### src/rtl/sdfc_pkg.sv
package sdfc_pkg;

    localparam int MAX_WIDTH  = 512;
    localparam int MAX_HEIGHT = 512;
    localparam int COL_W      = $clog2(MAX_WIDTH);
    localparam int ROW_W      = $clog2(MAX_HEIGHT);
    localparam int ADDR_W     = COL_W + ROW_W;
    localparam int CELLS      = MAX_WIDTH * MAX_HEIGHT;

    localparam int FIELD_W = 24;
    localparam logic signed [FIELD_W-1:0] FAR_VALUE = 24'sh7FFFFF;
    localparam logic signed [FIELD_W-1:0] FIELD_MIN = 24'sh800000;

    localparam int MUL_W  = 24;
    localparam int PROD_W = 2 * MUL_W;
    localparam int SQ_W   = 50;   // dx^2 + dy^2 < 2^49
    localparam int ROOT_W = SQ_W / 2;

    typedef enum logic [1:0] {
        ACT_CLEAR = 2'd0,
        ACT_SPLAT = 2'd1,
        ACT_READ  = 2'd2,
        ACT_NONE  = 2'd3
    } action_t;

    typedef enum logic [1:0] {
        REG_WIDTH  = 2'd0,
        REG_HEIGHT = 2'd1,
        REG_RADIUS = 2'd2,
        REG_THRESH = 2'd3
    } cfg_idx_t;

    typedef enum logic [3:0] {
        ST_IDLE, ST_CLEAR, ST_CX, ST_CY, ST_RW, ST_BOX, ST_DY, ST_DY2,
        ST_DX, ST_SQ, ST_SQW, ST_M1, ST_M2, ST_RD, ST_RD2, ST_FIN
    } state_t;

    typedef struct packed {
        logic                      we;
        logic [ADDR_W-1:0]         waddr;
        logic signed [FIELD_W-1:0] wdata;
        logic                      re;
        logic [ADDR_W-1:0]         raddr;
    } mem_req_t;

    typedef struct packed {
        logic            start;
        logic [SQ_W-1:0] operand;
    } sqrt_req_t;

    typedef struct packed {
        logic              done;
        logic [ROOT_W-1:0] root;
    } sqrt_rsp_t;

endpackage

### src/rtl/sdfc_mul.sv
module sdfc_mul
    import sdfc_pkg::*;
(
    input  logic              clk,
    input  logic [MUL_W-1:0]  a,
    input  logic [MUL_W-1:0]  b,
    output logic [PROD_W-1:0] prod
);

    logic [PROD_W-1:0] prod_reg;

    always_ff @(posedge clk)
    begin
        prod_reg <= PROD_W'(a) * PROD_W'(b);
    end

    assign prod = prod_reg;

endmodule

### config.mk
export PLATFORM = sky130hd
export DESIGN_NAME = sdfc_mul
export DESIGN_NICKNAME = d
export VERILOG_FILES = /design/src/rtl/sdfc_pkg.sv /design/src/rtl/sdfc_mul.sv
export SDC_FILE = /design/constraint.sdc
export NUM_CORES = 1
export LEC_CHECK = 0
export BUFFER_PORTS_ARGS = -buffer_cell sky130_fd_sc_hd__buf_2
export CORE_UTILIZATION = 40
export CTS_BUF_LIST = sky130_fd_sc_hd__clkbuf_8
export DETAILED_ROUTE_END_ITERATION = 10
export GPL_ROUTABILITY_DRIVEN = 0
export GPL_TIMING_DRIVEN = 0
export PLACE_DENSITY = 0.63
export SLEW_MARGIN = 0
export SYNTH_ARGS = -nofsm -noshare
export SYNTH_HDL_FRONTEND = slang
export SYNTH_SLANG_ARGS = --single-unit
export TNS_END_PERCENT = 20
### constraint.sdc
create_clock -name clk -period 13.95 [get_ports clk]
set_clock_uncertainty 0.15 [all_clocks]
set_input_delay 2.79 -clock clk [delete_from_list [all_inputs] [get_ports clk]]
set_output_delay 2.79 -clock clk [all_outputs]
set_load 0.005 [all_outputs]
# [After elaboration in Yosys (flattened, before gate mapping)]
# Cells that the tools add are included.
[classes] mul=1
[ops] operator="24-bit by 24-bit multiplier with 48-bit output" count=1
[totals] regBits=48

# [Depth between registers and ports, before layout]
[depth] depth_word=1 ltp_mapped=26 mapped_depth_nobuf=24

# [Worst setup path after synthesis]
# OpenSTA, ideal clock, no wires.
[synth_path] path_kind="input to register" start="input port b[3]" end="register prod_reg[44], in the netlist prod[44]" cell_stages=25 arrival_ns=8.734 setup_time_ns=0.064 required_time_ns=13.736 setup_slack_ns=5.002 cell_sequence="clkbuf_1 nand2_1 fa_1 inv_1 fa_1 inv_1 fa_1 inv_1 fa_1 inv_1 fa_1 inv_1 fa_1 inv_1 fa_1 inv_1 ha_1 a21oi_1 nand2_1 nor3_1 a2111oi_4 o21ai_1 a21oi_1 or3_1 nand4_1"
[synth_between] elab_chain_len=1
[synth_lines] item="start, declared" line_no="sdfc_mul.sv:6" source="input logic [MUL_W-1:0] b,"
[synth_lines] item="24-bit by 24-bit multiplier with 48-bit output" line_no="sdfc_mul.sv:14" source="prod_reg <= PROD_W'(a) * PROD_W'(b);"
[synth_lines] item="end signal, assigned" line_no="sdfc_mul.sv:14"
[synth_lines] item="end, declared" line_no="sdfc_mul.sv:10" source="logic [PROD_W-1:0] prod_reg;"
# Every way passes these cells.

# [Final worst setup path]
[layout_path] start="input port b[10]" end="register prod_reg[37], in the netlist prod[37]"
# Same word-level chain as after synthesis.

==> results.md <==
- Fin cells: 3008
- Most used DFF post-synth: dfxtp_1
- Post-DRT Antenna Nets: 0
- Hold Crit Depth: 2
- Final wirelength: 61.4 mm
- Netlist Area Pre-Place: 0.0201 mm2
- Hold_buf cts: 0
- Clock sinks: 48
- Met1 Use GR: 0.336
- Largest net degree at the start of global routing: 17
- Full die area: 0.0510 mm2
- Worst slew margin relative to its limit: 0.322
- RSZ-0062 raised after global routing: false
- Initial Utilization: 0.408
- Antenna violations before repair: 5
- Final setup viols: 0
- Max Cap Viol: 0
- Die W: 226 um
- Crit path max fanout: 10
- Die span in y: 226 um
- Seq cells post-synth: 48
- Met2 Resource Use GR: 0.405
- Final net count: 3046
- Post-Syn Nets: 2943
- Layout area overhead: 7.25%
- Clock slew at the register clock pins of the worst setup and hold paths: 0.13 ns
- Avg Cell Area, Syn: 8.96 um2
- Setup TNS: 0 ns
- Drt pass-1 iters: 7
- Post-synth cell types: 51
- Synthesized netlist cell count: 2238
- Grt peak-use layer: met2
- H-tree depth: 2
- Ports: 97
- Root buffer cell: clkbuf_8
- Global-route wire length before repair: 96.8 mm
- Layout cells sized above 1: 0.0534
- Maximum clock path buffer count: 2
- Resize count post-CTS: 0
- Hold Vio Cnt, Final: 0
- Fin crit share: 0.739
- Core Region: 0.0492 mm2
- Hold Crit Class: in -> reg
- Worst-margin pin slew: 1.01 ns
- Final worst path period need: 10.30 ns
- Port Buffers: 96
- Rows: 81
- Yosys Warn Count: 0
- Initial drt markers: 1068
- WP data arrival: 10.43 ns
- Post-synth ARST share: 0
- EDFF count, synth: 0
- Hold Path Origin: b[0]
- F_max: 97.0 MHz
- TritonCTS clock tree: built
- Vias in the first global route: 16400
- Gr ovfl total: 0
- Crit Path Category: in -> reg
- Share of the yosys chip area belonging to registers: 0.0479
- Routed len/inst: 20.4 um
- DP HPWL: 53.2 mm
- Vias: 15300
- GRT Total Usage: 0.258
- Crit path capture type: register
- CP Launch Type: input pin
- Setup bufs post-CTS: 0
- Via density: 5.09
- Max-slew violations: 0
- DRC Markers: 0
- Status: completed
- Min-Delay Endpoint: prod[0]
- Num CTS Buffers: 5
- M3 GR Usage: 0.0602
- CP Data Required Time: 14.08 ns
- Max reg flops: 48
- Placed cells: 2998
==> area by class of cell <==
cell class | count | area [um2]
Antenna cell | 2 | 5.00
Buffer | 105 | 403
Clock buffer | 5 | 68.8
Clock inverter | 3 | 68.8
Fill cell | 4835 | 27600
Inverter | 559 | 2100
Multi-Input combinational cell | 1526 | 16600
Sequential cell | 48 | 961
Tap cell | 664 | 831
Timing Repair Buffer | 96 | 480
==> cells in the mapped netlist, drive strengths merged (3+ instances only) <==
master | number | share of area
fa | 482 | 0.48
ha | 174 | 0.11
nand4 | 13 | 0.0041
nor3 | 10 | 0.0025
a2111oi | 3 | 0.0026
nor2b | 4 | 0.0012
nand2b | 3 | 0.00094
nor4 | 4 | 0.0016
xor2 | 13 | 0.0057
nand3 | 14 | 0.0035
or3 | 5 | 0.0016
dfxtp | 48 | 0.048
a211oi | 8 | 0.0032
a21o | 16 | 0.0060
o21bai | 8 | 0.0030
o21ai | 20 | 0.0052
nor2 | 22 | 0.0042
a31oi | 5 | 0.0016
o21a | 5 | 0.0019
a211o | 4 | 0.0017
inv | 559 | 0.10
and2 | 304 | 0.095
a21oi | 49 | 0.012
xnor2 | 30 | 0.013
buf | 7 | 0.0017
and3 | 4 | 0.0012
nand2 | 307 | 0.057
clkbuf | 98 | 0.018
==> logic make-up after synthesis <==
group | share of synthesized area
DFF | 0.0479
xor gates and xnor gates | 0.0188
and+or+nand+nor | 0.176
AOI/OAI and AO/OA | 0.0432
adders and majority gates | 0.590
buffers and inverters | 0.125
==> metrics by stage <==
step | hold slack [ns] | worst slack [ns] | instance area [um2] | util
after detailed placement | 3.01 | 3.21 | 21400 | 0.435
after CTS | 2.58 | 3.60 | 21500 | 0.437
final | 2.60 | 3.65 | 21500 | 0.438
after global routing | 2.61 | 3.39 | 21500 | 0.438
after floorplan | 2.77 | 5.00 | 20100 | -
after global placement | 3.00 | 3.22 | 21400 | 0.435
==> critical path, cell delays in order <==
cell,delay [ns]
buf_2,0.20
clkbuf_1,0.67
nand2_1,0.18
fa_1,0.56
fa_1,0.56
inv_1,0.05
fa_1,0.48
fa_1,0.67
fa_1,0.49
fa_1,0.50
inv_1,0.05
fa_1,0.52
inv_1,0.06
ha_1,0.26
buf_2,0.17
a21oi_1,0.19
o21a_1,0.17
o22ai_1,0.10
or3_1,0.38
nor4_1,0.78
nor2_1,0.19
a21oi_1,0.22
xnor2_1,0.19
==> worst max-delay path by stage <==
stage                      from  endpoint  slack, ns
after floorplan            b[3]  prod[44]       5.00
after global placement     a[7]  prod[37]       3.22
after detailed placement  b[10]  prod[45]       3.21
after CTS                 b[10]  prod[45]       3.60
after global routing       a[6]  prod[37]       3.39
final                     b[10]  prod[37]       3.65
==> per-layer routing <==
metal / up-vias / part of all wire
met5: - / 0.00054
met4: 6 / 0.049
met3: 132 / 0.091
met2: 651 / 0.46
met1: 7826 / 0.40
li1: 6707 / -
==> placed cells by master, fill, tap and decap left out, drive strengths merged, types with 3 or more instances in the layout <==
cell / n
and3: 4
nand3: 14
a21oi: 49
inv: 560
fa: 482
buf: 103
a31oi: 5
nand2: 307
o21a: 5
nor3: 10
a211o: 4
a21o: 16
ha: 174
o21bai: 8
clkbuf: 103
nand2b: 3
a211oi: 8
nand4: 13
xnor2: 30
xor2: 13
dfxtp: 48
nor2b: 4
nor2: 22
and2: 304
nor4: 4
or3: 5
o21ai: 20
a2111oi: 3
Power is left out: the tool's default activity adds up to more than one toggle a clock period on the data nets, which glitch-free logic cannot reach.
