`src/rtl/sdfc_pkg.sv`:
```
package sdfc_pkg;

    localparam int MAX_WIDTH  = 512;
    localparam int MAX_HEIGHT = 512;
    localparam int COL_W      = $clog2(MAX_WIDTH);
    localparam int ROW_W      = $clog2(MAX_HEIGHT);
    localparam int ADDR_W     = COL_W + ROW_W;
    localparam int CELLS      = MAX_WIDTH * MAX_HEIGHT;

    localparam int FIELD_W = 24;
    localparam logic signed [FIELD_W-1:0] FAR_VALUE = 24'sh7FFFFF;
    localparam logic signed [FIELD_W-1:0] FIELD_MIN = 24'sh800000;

    localparam int MUL_W  = 24;
    localparam int PROD_W = 2 * MUL_W;
    localparam int SQ_W   = 50;   // dx^2 + dy^2 < 2^49
    localparam int ROOT_W = SQ_W / 2;

    typedef enum logic [1:0] {
        ACT_CLEAR = 2'd0,
        ACT_SPLAT = 2'd1,
        ACT_READ  = 2'd2,
        ACT_NONE  = 2'd3
    } action_t;

    typedef enum logic [1:0] {
        REG_WIDTH  = 2'd0,
        REG_HEIGHT = 2'd1,
        REG_RADIUS = 2'd2,
        REG_THRESH = 2'd3
    } cfg_idx_t;

    typedef enum logic [3:0] {
        ST_IDLE, ST_CLEAR, ST_CX, ST_CY, ST_RW, ST_BOX, ST_DY, ST_DY2,
        ST_DX, ST_SQ, ST_SQW, ST_M1, ST_M2, ST_RD, ST_RD2, ST_FIN
    } state_t;

    typedef struct packed {
        logic                      we;
        logic [ADDR_W-1:0]         waddr;
        logic signed [FIELD_W-1:0] wdata;
        logic                      re;
        logic [ADDR_W-1:0]         raddr;
    } mem_req_t;

    typedef struct packed {
        logic            start;
        logic [SQ_W-1:0] operand;
    } sqrt_req_t;

    typedef struct packed {
        logic              done;
        logic [ROOT_W-1:0] root;
    } sqrt_rsp_t;

endpackage

```
`src/rtl/sdfc_isqrt.sv`:
```
module sdfc_isqrt
    import sdfc_pkg::*;
(
    input  logic      clk,
    input  logic      rst_n,
    input  sqrt_req_t req,
    output sqrt_rsp_t rsp
);

    logic [SQ_W-1:0] v_reg, v_next;
    logic [SQ_W-1:0] res_reg, res_next;
    logic [SQ_W-1:0] bit_reg, bit_next;
    logic            busy_reg, busy_next;
    logic            done_reg, done_next;
    logic [SQ_W-1:0] trial;

    // one result bit per cycle, highest even weight first
    always_comb
    begin
        v_next    = v_reg;
        res_next  = res_reg;
        bit_next  = bit_reg;
        busy_next = busy_reg;
        done_next = 1'b0;
        trial     = res_reg + bit_reg;
        if (req.start)
        begin
            v_next    = req.operand;
            res_next  = '0;
            bit_next  = SQ_W'(1) << (SQ_W - 2);
            busy_next = 1'b1;
        end
        else if (busy_reg)
        begin
            if (v_reg >= trial)
            begin
                v_next   = v_reg - trial;
                res_next = (res_reg >> 1) + bit_reg;
            end
            else
            begin
                res_next = res_reg >> 1;
            end
            bit_next = bit_reg >> 2;
            if (bit_reg[0])
            begin
                busy_next = 1'b0;
                done_next = 1'b1;
            end
        end
    end

    always_ff @(posedge clk or negedge rst_n)
    begin
        if (!rst_n)
        begin
            busy_reg <= 1'b0;
            done_reg <= 1'b0;
        end
        else
        begin
            busy_reg <= busy_next;
            done_reg <= done_next;
        end
    end

    always_ff @(posedge clk)
    begin
        v_reg   <= v_next;
        res_reg <= res_next;
        bit_reg <= bit_next;
    end

    assign rsp.done = done_reg;
    assign rsp.root = res_reg[ROOT_W-1:0];

endmodule

```
`config.mk`:
```
export PLATFORM = sky130hd
export DESIGN_NAME = sdfc_isqrt
export DESIGN_NICKNAME = d
export VERILOG_FILES = /design/src/rtl/sdfc_pkg.sv /design/src/rtl/sdfc_isqrt.sv
export SDC_FILE = /design/constraint.sdc
export NUM_CORES = 1
export LEC_CHECK = 0
export BUFFER_PORTS_ARGS = -buffer_cell sky130_fd_sc_hd__buf_4
export CAP_MARGIN = 0
export CORE_MARGIN = 4
export CORE_UTILIZATION = 60
export CTS_CLUSTER_SIZE = 28
export DETAILED_ROUTE_END_ITERATION = 6
export GPL_TIMING_DRIVEN = 0
export PLACE_DENSITY = 0.85
export SLEW_MARGIN = 25
export SYNTH_ARGS = -nofsm -noshare
export SYNTH_HDL_FRONTEND = slang
export SYNTH_SLANG_ARGS = --single-unit
```
`constraint.sdc`:
```
create_clock -name clk -period 16.2 [get_ports clk]
set_clock_uncertainty 0.2 [all_clocks]
set_input_delay 2.43 -clock clk [delete_from_list [all_inputs] [get_ports clk]]
set_output_delay 2.43 -clock clk [all_outputs]
set_load 0.005 [all_outputs]
```
# [Word level (Yosys, flattened, before mapping)]
# Index checks and enable logic that the tools add are counted.
[op_classes] bitwise=0 div_mod_pow=0 magnitude_cmp=1 n_reduce_logical=3 shifts=0 addsub=3 multipliers=0 eq_ne=0 mux=10
[ops] cell="$mux W50" count=4
[ops] cell="$add A49 B49 Y50" count=1
[ops] cell="$add A50 B49 Y50" count=1
[ops] cell="$ge A50 B50 Y1" count=1
[ops] cell="$sub A50 B50 Y50" count=1
[ops] cell="$mux W1" count=6
[ops] cell="$reduce_bool A2 Y1" count=2
[ops] cell="$reduce_and A2 Y1" count=1
[word_totals] n_memories=0 ram_bits=0 wordCells=22 latch_bits=0 rom_bits=0 ff_bits=127 inputBits=53 output_inout_bits=26

# [Longest topological paths before layout]
[logic_depth] ltp_word=5 depth_mapped=27 mapped_depth_nobuf=25

# [Least setup slack after synthesis]
# OpenSTA, ideal clock, no wires.
[synth_timing] path_type="register -> register" startpoint="register bit_reg[0]" endpoint="register v_reg[0] (enable)" synth_period_minus_slack_ps=8662 stages_incl_launch_ff=26 t_arrival_ps=7935 n_path_buf=2 t_required_ps=15473 setup_time_ps=527 slack_ps=7538 path_cell_list="dfxtp_1 -> ha_1 -> ha_1 -> a211o_1 -> a41oi_1 -> o211ai_1 -> a31oi_1 -> o21ai_0 -> a21oi_1 -> o21bai_1 -> a21oi_1 -> o21bai_1 -> nand2_1 -> xor2_1 -> ha_1 -> nand2_1 -> o21ai_0 -> a2111oi_4 -> o311a_1 -> a21oi_1 -> o211ai_2 -> a21oi_2 -> nor3_2 -> buf_2 -> buf_4 -> o21ai_0"
[synth_between] elab_chain_cells=4
[synth_lines] item="start: declaration" line="sdfc_isqrt.sv:12" source="logic [SQ_W-1:0] bit_reg, bit_next;"
[synth_lines] item="start signal: assignment" line="sdfc_isqrt.sv:71" source="bit_reg <= bit_next;"
[synth_lines] item="$add A50 B49 Y50" line="sdfc_isqrt.sv:25" source="trial = res_reg + bit_reg;"
[synth_lines] item="$ge A50 B50 Y1" line="sdfc_isqrt.sv:35" source="if (v_reg >= trial)"
[synth_lines] item="$reduce_bool A2 Y1 (no line)"
[synth_lines] item="$reduce_and A2 Y1 (no line)"
[synth_lines] item="end signal: assignment" line="sdfc_isqrt.sv:69" source="v_reg <= v_next;"
[synth_lines] item="end: declaration" line="sdfc_isqrt.sv:10" source="logic [SQ_W-1:0] v_reg, v_next;"
# No other way between the ends.
# A chain may end at the register's enable or synchronous reset.

# [Final worst setup path]
[layout_timing] startpoint="register res_reg[2]" endpoint="register v_reg[22] (enable)"
[layout_between] elab_chain_cells=4
[layout_lines] item="start: declaration" line="sdfc_isqrt.sv:11" source="logic [SQ_W-1:0] res_reg, res_next;"
[layout_lines] item="start signal: assignment" line="sdfc_isqrt.sv:70" source="res_reg <= res_next;"
[layout_lines] item="$add A50 B49 Y50" line="sdfc_isqrt.sv:25"
[layout_lines] item="$ge A50 B50 Y1" line="sdfc_isqrt.sv:35"
[layout_lines] item="$reduce_bool A2 Y1 (no line)"
[layout_lines] item="$reduce_and A2 Y1 (no line)"
# No other way between the ends.

==> summary.md <==
| Metric | Value |
|---|---|
| Status | complete, no violations |
| Wire length on met2 | 15,700 µm |
| Min Clock Period, post-route | 7.18 ns |
| Placed cell area | 12,200 µm² |
| DR pass1 iterations | 6 |
| Synthesized area | 11,200 µm² |
| Setup TNS | 0 ns |
| Clock share of power | 0.198 |
| Synth cell types | 71 |
| Placed Cells | 1,701 |
| Fmax | 139 MHz |
| Pin slew with the least headroom to its limit | 0.966 ns |
| Register bit count reported by yosys | 127 |
| TritonCTS buffer count | 17 |
| Crit path max fanout | 23 |
| Sequential share of the synthesized area | 0.271 |
| Wire length on met3 | 2840 µm |
| EDFF count, synth | 50 |
| Gate Count Post-Synth | 1,393 |
| Fin. max-slew vios | 0 |
| 1st-iter DRT viols | 1,219 |
| CP Capture Type | register |
| Crit Path Category | reg2reg |
| Hpwl dp | 25,200 µm |
| Global placer's final weighted congestion | 0.964 |
| Ys flop type | dfxtp_1 |
| Comb power frac | 0.558 |
| Worst-Skew Late Latency | 0.44 ns |
| CTS tree | yes |
| Worst Hold Class | reg2reg |
| Antenna viol nets, final | 0 |
| Worst stage delay on the critical path | 0.52 ns |
| Ranking of synthesized cells by area | dfxtp_1 (13%), edfxtp_1 (13%), ha_1 (11%) |
| Final setup margin | 9.02 ns |
| Syn Nets | 1,549 |
| Vias per cell | 6.51 |
| Relative slew slack | 0.356 |
| RSZ-0062 raised after global routing | false |
| Clock sink count | 127 |
| Final setup violation count | 0 |
| CP bufs+invs | 4 |
| Crit share post-route | 0.443 |
| Seq pwr share | 0.244 |
| Top cell type's share of synthesized area | 0.133 |
| Final core utilization | 0.702 |
| Pin count of the biggest net entering global routing | 24 |
| CTS Hold Buffers Added | 0 |
| Final hold violations | 0 |
| Area of the die | 21,000 µm² |
| WL met1 | 13,700 µm |
| Fill cell count | 1,485 |
| Post-Layout Cell Count | 1,733 |
| Switching part of the total power | 0.441 |
| Initial antenna violation count | 0 |
| Tot Pwr | 1.95 mW |
| CP Launch Type | register |
| LEAKAGE | 5.19 nW |
| Syn avg cell area | 8.07 µm² |
| Total GRT Usage | 0.308 |
| Asr flop ratio synth | 0.0157 |
| First-pass GRT wire length | 53,200 µm |
| Critical Path RT | 16.14 ns |
| Worst vdd ir | 0.108 mV |
| Die height | 145 µm |
| Hold_ws | 0.321 ns |
| Number of max-cap violations | 0 |
| Most frequent cells in the layout | nand2_1 (143), nor2_1 (122), buf_4 (108) |
| Clk pin slew, worst setup/hold paths | 0.06 ns |
| Io pins | 79 |
| Switching power | 0.860 mW |
| Internal Power | 1.09 mW |
| Area Overhead vs Synth | 13.6% |
| Via count | 11,300 |
| Pwr Density | 153 nW/µm² |
| Share of cells above drive strength 1 | 0.121 |
| WP data arrival | 7.12 ns |
| Post-CTS Setup Bufs | 0 |
| Final WL | 33,800 µm |
| Core area | 18,200 µm² |
| Starting Density | 0.618 |
| CTS Root Cell | clkbuf_16 |
| Post-CTS resize count | 0 |
| Most common cell after layout, fill and taps aside | nand2_1 |
| Drt drc | 0 |
| CP top delay family | compound AO/OA/AOI/OAI gates |
| N_diodes | 0 |
| Slowest stage cell, crit path | a211oi_1 |
| Yosys warns | 0 |
| Post-place setup slack | 9.16 ns |
| Design Area, Final | 12,800 µm² |
| Vias in the first global route | 10,500 |
| Die outline width | 145 µm |
| Gr ovfl total | 0 |
| Post-DR wirelength/cell | 19.5 µm |
| Synth area leader | dfxtp_1 |
| Row cnt | 49 |
| Uppermost layer routed | met4 |
| NumNets Final | 1,647 |
| # port buffers | 77 |
| H-tree levels | 4 |
| Clock Tree Buf Depth | 2 |
| Critical path, cell by cell | ha_1, a31oi_1, a211oi_1, nand2b_1, o21a_1, o21ai_1, a21oi_1, o21bai_1, xnor2_1, ha_1, buf_2, and3_1, nand4_1, or4_1, nor4_1, nand4b_1, a21oi_2, nor3_2, buf_2, buf_4, o21ai_4, buf_16 |
-- cells by family (layout without fill, tap and decap cells) --
| group | after synthesis | after routing | synth area share |
|---|---|---|---|
| AOI/OAI and AO/OA | 452 | 452 | 0.259 |
| and+or+nand+nor | 431 | 431 | 0.178 |
| buffers and inverters | 133 | 244 | 0.0578 |
| DFF | 127 | 127 | 0.271 |
| xor gates and xnor gates | 111 | 111 | 0.0864 |
| adders and majority gates | 103 | 103 | 0.115 |
| muxes | 36 | 36 | 0.0321 |
-- tightest hold or removal path: cells and delay by family, from the launching register on --
kind            cells  cell delay (ns)
simple gates        1             0.09
flops               1             0.33
compound gates      1             0.05
-- routing by layer --
layer,GRT usage,vias to the layer above
li1,-,5351
met2,0.507,577
met5,0,-
met4,0.139,0
met1,0.383,5237
met3,0.0761,121
-- area by class of cell --
type | count | area, µm² | area share
multi-input cells | 1133 | 7560 | 0.592
flip-flops and latches | 127 | 3050 | 0.239
repair buffers | 79 | 633 | 0.0496
plain buffers | 113 | 576 | 0.0451
clock buffers | 25 | 549 | 0.0430
well taps | 229 | 287 | 0.0224
inverters | 20 | 75.1 | 0.00588
clock inverters | 7 | 45.0 | 0.00353
-- power by group through the flow --
stage / Sequential, mW / Combinational (mW) / Clock [mW]
2_1_floorplan: 0.473 / 0.793 / 0
3_3_place_gp: 0.488 / 1.00 / 0
3_5_place_dp: 0.478 / 1.05 / 0
4_1_cts: 0.474 / 1.06 / 0.385
5_1_grt: 0.481 / 1.19 / 0.401
6_report: 0.474 / 1.09 / 0.386
-- synth_stat cells (13+ instances only) --
library cell	number
a211oi_1	25
a21o_1	28
a21oi_1	107
a221oi_1	13
a311oi_1	18
a31oi_1	45
buf_2	15
buf_4	31
clkbuf_1	61
dfxtp_1	75
edfxtp_1	50
ha_1	102
inv_1	19
mux2i_1	35
nand2_1	143
nand3_1	28
nand4_1	31
nor2_1	122
nor2b_1	20
nor3_1	24
o21ai_0	98
o21ai_1	21
o21bai_1	19
or3_1	20
xnor2_1	54
xor2_1	57
-- path summary, 6_finish.rpt --
kind,startpoint,to,slack [ns],depth (start not counted)
worst max register to register,res_reg[2],v_reg[22],9.02,22
max in group asynchronous,rst_n,busy_reg,14.15,1
worst min-delay path,res_reg[0],res_reg[0],0.32,2
worst max-delay path,res_reg[2],v_reg[22],9.02,22
worst min register to register,res_reg[0],res_reg[0],0.32,2
min in group asynchronous,rst_n,done_reg,1.56,1
No activity file was read; power rests on OpenSTA's default activity.
